--- config.mk ---
export PLATFORM = sky130hd
export DESIGN_NAME = gbi_ctrl
export DESIGN_NICKNAME = d
export VERILOG_FILES = /design/src/hw/rtl/grid_bilinear_interpolator_defines.svh /design/src/hw/rtl/gbi_pkg.sv /design/src/hw/rtl/gbi_ctrl.sv
export SDC_FILE = /design/constraint.sdc
export NUM_CORES = 1
export LEC_CHECK = 0
export BUFFER_PORTS_ARGS = -buffer_cell sky130_fd_sc_hd__buf_2
export CORE_ASPECT_RATIO = 0.75
export CORE_MARGIN = 5
export CORE_UTILIZATION = 46
export CTS_CLUSTER_DIAMETER = 200
export DETAILED_ROUTE_END_ITERATION = 10
export PLACE_DENSITY = 0.77
export SYNTH_ARGS = -nofsm -noshare
export SYNTH_HDL_FRONTEND = slang
export SYNTH_SLANG_ARGS = --single-unit
--- constraint.sdc ---
create_clock -name clk -period 2.4 [get_ports clk]
set_input_delay 0.24 -clock clk [delete_from_list [all_inputs] [get_ports clk]]
set_output_delay 0.24 -clock clk [all_outputs]
set_load 0.005 [all_outputs]
--- src/hw/rtl/grid_bilinear_interpolator_defines.svh ---
// ----------------------------------------------------------------------------
// grid_bilinear_interpolator_defines
// Assertion macros used by the grid interpolator RTL.
// ----------------------------------------------------------------------------
`ifndef GRID_BILINEAR_INTERPOLATOR_DEFINES_SVH
`define GRID_BILINEAR_INTERPOLATOR_DEFINES_SVH
`ifndef NO_ASSERTIONS
`define GBI_ASSERT(lbl, expr, msg) \
	lbl: assert property (@(posedge clk) disable iff (!arst_n) (expr)) else $error(msg);
`define GBI_ASSERT_IMPL(lbl, ante, cons, msg) \
	lbl: assert property (@(posedge clk) disable iff (!arst_n) (ante) |-> (cons)) \
		else $error(msg);
`define GBI_ASSERT_NEXT(lbl, ante, cons, msg) \
	lbl: assert property (@(posedge clk) disable iff (!arst_n) (ante) |=> (cons)) \
		else $error(msg);
`else
`define GBI_ASSERT(lbl, expr, msg)
`define GBI_ASSERT_IMPL(lbl, ante, cons, msg)
`define GBI_ASSERT_NEXT(lbl, ante, cons, msg)
`endif
`endif

--- src/hw/rtl/gbi_pkg.sv ---
// ----------------------------------------------------------------------------
// gbi_pkg
// Types, constants and command/status structs of the grid interpolator.
// ----------------------------------------------------------------------------
package gbi_pkg;
	localparam int DEF_MAX_COLS = 256;
	localparam int DEF_MAX_ROWS = 256;
	localparam int CFG_W = 32;
	localparam int CFG_IDX_W = 3;
	localparam int VW = 32;
	localparam int AW = 48;
	localparam int SW = 31;
	localparam logic signed [AW-1:0] SAT_LIM = 48'sd1099511627776;

	localparam logic [CFG_IDX_W-1:0] REG_ORIGIN_X = 3'd0;
	localparam logic [CFG_IDX_W-1:0] REG_ORIGIN_Y = 3'd1;
	localparam logic [CFG_IDX_W-1:0] REG_STEP_X = 3'd2;
	localparam logic [CFG_IDX_W-1:0] REG_STEP_Y = 3'd3;
	localparam logic [CFG_IDX_W-1:0] REG_COLS = 3'd4;
	localparam logic [CFG_IDX_W-1:0] REG_ROWS = 3'd5;
	localparam logic [CFG_IDX_W-1:0] REG_UNDEF = 3'd6;

	localparam logic [2:0] RD_LAST = 3'd4;

	typedef enum logic [2:0] {
		OP_IX = 3'd0,
		OP_IY = 3'd1,
		OP_MEAN = 3'd2,
		OP_ZB = 3'd3,
		OP_ZA = 3'd4,
		OP_RES = 3'd5
	} op_t;

	typedef struct packed {
		logic wr;
		logic ld_query;
		logic mdu_start;
		op_t op;
		logic cap;
		logic idx;
		logic node;
		logic rd;
		logic [2:0] rd_k;
		logic check;
		logic out_ld;
	} cmd_t;

	typedef struct packed {
		logic is_query;
		logic mdu_done;
		logic all_undef;
		logic out_full;
	} status_t;
endpackage

--- src/hw/rtl/gbi_ctrl.sv ---
// ----------------------------------------------------------------------------
// gbi_ctrl
// Sequencer for writes and queries: index divides, corner reads, mean and
// the three interpolation steps.
// ----------------------------------------------------------------------------
module gbi_ctrl (
	input  logic              clk,
	input  logic              arst_n,
	input  logic              in_valid,
	output logic              in_ready,
	input  gbi_pkg::status_t  status,
	output gbi_pkg::cmd_t     cmd
);
	import gbi_pkg::*;

	typedef enum logic [7:0] {
		C_IDLE = 8'b00000001,
		C_LAUNCH = 8'b00000010,
		C_WAIT = 8'b00000100,
		C_INDEX = 8'b00001000,
		C_NODE = 8'b00010000,
		C_READ = 8'b00100000,
		C_CHECK = 8'b01000000,
		C_OUT = 8'b10000000
	} cstate_t;

	cstate_t state_q, state_d;
	op_t op_q, op_d;
	logic [2:0] rd_k_q, rd_k_d;

	always_comb begin
		state_d = state_q;
		op_d = op_q;
		rd_k_d = rd_k_q;
		cmd = '0;
		cmd.op = op_q;
		cmd.rd_k = rd_k_q;
		in_ready = 1'b0;
		case (state_q)
			C_IDLE: begin
				in_ready = 1'b1;
				if (in_valid) begin
					if (status.is_query) begin
						cmd.ld_query = 1'b1;
						op_d = OP_IX;
						state_d = C_LAUNCH;
					end else begin
						cmd.wr = 1'b1;
					end
				end
			end
			C_LAUNCH: begin
				cmd.mdu_start = 1'b1;
				state_d = C_WAIT;
			end
			C_WAIT: begin
				if (status.mdu_done) begin
					cmd.cap = 1'b1;
					case (op_q)
						OP_IX: begin
							op_d = OP_IY;
							state_d = C_LAUNCH;
						end
						OP_IY: state_d = C_INDEX;
						OP_MEAN: begin
							op_d = OP_ZB;
							state_d = C_LAUNCH;
						end
						OP_ZB: begin
							op_d = OP_ZA;
							state_d = C_LAUNCH;
						end
						OP_ZA: begin
							op_d = OP_RES;
							state_d = C_LAUNCH;
						end
						OP_RES: state_d = C_OUT;
						default: state_d = C_IDLE;
					endcase
				end
			end
			C_INDEX: begin
				cmd.idx = 1'b1;
				state_d = C_NODE;
			end
			C_NODE: begin
				cmd.node = 1'b1;
				rd_k_d = '0;
				state_d = C_READ;
			end
			C_READ: begin
				cmd.rd = 1'b1;
				if (rd_k_q == RD_LAST) begin
					state_d = C_CHECK;
				end else begin
					rd_k_d = rd_k_q + 3'd1;
				end
			end
			C_CHECK: begin
				cmd.check = 1'b1;
				if (status.all_undef) begin
					state_d = C_OUT;
				end else begin
					op_d = OP_MEAN;
					state_d = C_LAUNCH;
				end
			end
			C_OUT: begin
				if (!status.out_full) begin
					cmd.out_ld = 1'b1;
					state_d = C_IDLE;
				end
			end
			default: state_d = C_IDLE;
		endcase
	end

	always_ff @(posedge clk or negedge arst_n) begin
		if (!arst_n) begin
			state_q <= C_IDLE;
			op_q <= OP_IX;
			rd_k_q <= '0;
		end else begin
			state_q <= state_d;
			op_q <= op_d;
			rd_k_q <= rd_k_d;
		end
	end
endmodule

==> summary.txt <==
Critical path
  • R2R cell count: 5
  • WP depth: 5
  • Max stage delay cell, worst path: or4_1
  • Critical Path AT: 2.43 ns
  • Largest delay share family, worst path: simple AND/OR/NAND/NOR gates
  • Critical Path Source Type: flop
  • CP bufs+invs: 0
  • Crit path kind: flop to flop
  • R2R Setup Slk: 0.13 ns
  • Worst path required time: 2.56 ns
  • Crit path cell chain: or3_1 > or4_1 > a211o_1 > nor2_4 > mux2_1
  • CP peak stage delay: 0.48 ns
  • Worst-path fanout max: 7
  • Crit path capture type: flop

GRT
  • Largest net degree at the start of global routing: 15
  • GRT busiest layer: met2
  • Gr usage total: 0.172
  • Vias in the first global route: 858
  • M3 GR Usage: 0.0212
  • Met2 usage: 0.282
  • First-pass GRT wire length: 3940 um
  • Grt met1 use: 0.223
  • Total gr overflow: 0
  • Antenna violations before repair: 0

STA
  • Fin. max-slew vios: 0
  • Fin. Hold Viols: 0
  • Upper clock frequency limit: 440 MHz
  • Crit share post-route: 0.946
  • Hold Slack: 0.148 ns
  • Worst-Margin Slew: 0.483 ns
  • Final setup vio count: 0
  • Skew final: 0.000364 ns
  • Unrepaired setup endpoints after global routing: false
  • Setup TNS: 0 ns
  • Slew HR: 0.675
  • Final min period: 2.27 ns

CTS
  • CTS tree: built
  • Post-CTS Setup Inserts: 0
  • CTS Sinks: 14
  • H-tree depth: 1
  • # hold bufs at CTS: 1
  • Worst-path clk slew: 0.08 ns
  • CTS Buf Count: 3
  • Latest clock arrival within the worst-skew pair: 0.27 ns
  • Clock root cell: clkbuf_4
  • PostCTS Resize Cnt: 0
  • Clk buf depth: 2

Power
  • Worst vdd ir: 0.000580 V
  • P per Cell Area: 865 nW/um^2
  • Total power: 0.951 mW
  • Leak: 0.547 nW

Route
  • Vias per cell: 5.95
  • WL per Instance: 16.0 um
  • First-pass iteration count of the detailed router: 4
  • DRC viols: 0
  • Final ANT Viol Nets: 0
  • Initial drt markers: 31
  • Final wirelength: 2350 um
  • Routed vias: 875

Layout
  • Number of diodes: 0
  • Layout filler cell count: 167
  • Nets: 135
  • Synth-to-layout area growth: 20.8%
  • Final non-filler cell total: 147
  • Most frequent cells in the layout: 22 x buf_2, 13 x dfrtp_1, 9 x nor2_1
  • Most common cell after layout, fill and taps aside: buf_2
  • Layout cells sized above 1: 0.288
  • Final Cell Area: 1100 um^2

Floorplan
  • Core area: 1810 um^2
  • Num rows: 13
  • Die ar.: 2980 um^2
  • Die W: 61.3 um
  • Initial core utilization: 0.504
  • I/O pin cnt: 23
  • Die Span Y: 48.5 um

Synth
  • Mapped cell area: 910 um^2
  • Seq cells post-synth: 14
  • Synth top area cells: dfrtp_1 36%, nor3_1 3.9%, nor2_1 3.7%
  • Sequential area share after synthesis: 0.387
  • Yosys top cell by area: dfrtp_1
  • Synth warn: 0
  • Synth top area share: 0.358
  • Syn_nets: 108
  • Netlist cell types: 43
  • Async SR Flop Fraction: 1.00
  • Number of flops mapped to enable cells by yosys: 0
  • Most used DFF post-synth: dfrtp_1
  • Syn Area/Cell: 9.19 um^2
  • Post-Syn Instances: 99

Run status
  • Status: complete, no violations

Placed design
  • Dpl hpwl: 1810 um
  • Placer Congestion: 0.891
  • Placement Cell Area: 1050 um^2
  • Cells after DPL: 142
  • Buffers on Ports: 22

Flow run
  • Maxcap violations: 0

Min path
  • Hold Crit Class: input pin to flop
  • Cell depth of the worst hold path: 2
==> metal layers <==
| metal | part of all wire | vias to the layer above |
|---|---|---|
| met3 | 0.064 | 2 |
| met4 | 0.0055 | 0 |
| met2 | 0.51 | 34 |
| li1 | - | 415 |
| met1 | 0.42 | 424 |
| met5 | 0 | - |
==> through the flow <==
stage                      util  worst slack (ns)
after global routing      0.608            0.0242
final                     0.608             0.129
after floorplan               -             0.158
after global placement    0.583             0.231
after CTS                 0.608             0.143
after detailed placement  0.583             0.172
==> worst paths after layout <==
check | from | to
worst max-delay path | state_q[2] | op_q[0]
worst min-delay path | status[1] | op_q[1]
worst max register to register | state_q[2] | op_q[0]
worst min register to register | state_q[5] | state_q[4]
max in group asynchronous | arst_n | state_q[0]
min in group asynchronous | arst_n | rd_k_q[1]
==> state kept, by name (all words and copies together) (netlist names) <==
register	count
op_q	3
rd_k_q	3
state_q	8
==> layout make-up <==
type	instances	area, um^2	area share
Clock buffer	4	36.3	0.0330
Sequential cell	14	352	0.320
Multi-Input combinational cell	75	518	0.472
Tap cell	22	27.5	0.0251
Timing Repair Buffer	26	143	0.130
Inverter	6	22.5	0.0205
==> Yosys cell counts, types with 2 or more instances <==
master / number
dfrtp_1: 13
o41ai_1: 2
nand2b_1: 4
buf_2: 2
nor2_1: 9
nand2_1: 6
nand3_1: 2
and3_1: 2
inv_1: 5
nor3_1: 7
ha_1: 2
o31ai_1: 2
or2_1: 2
nor4b_1: 3
or3_1: 2
o21ai_0: 3
clkbuf_1: 2
o21ai_1: 2
nand4_1: 3
nor4_1: 2
xor2_1: 2
==> cell families (layout without fill, tap and decap cells) <==
kind of cell    count (synthesis)  after routing  synth area share
compound gates                 19             19             0.186
xor+xnor                        3              3            0.0289
flops                          14             14             0.387
mux                             2              2            0.0234
fa+ha+maj                       2              2            0.0275
simple gates                   49             49             0.304
buf+inv                        10             36            0.0440
==> power by group <==
group          internal (mW)  switching, mW
Clock                 0.0921         0.0738
Sequential             0.276         0.0639
Combinational          0.197          0.248
Total                  0.565          0.386
Power figures use the tool's default switching activity.
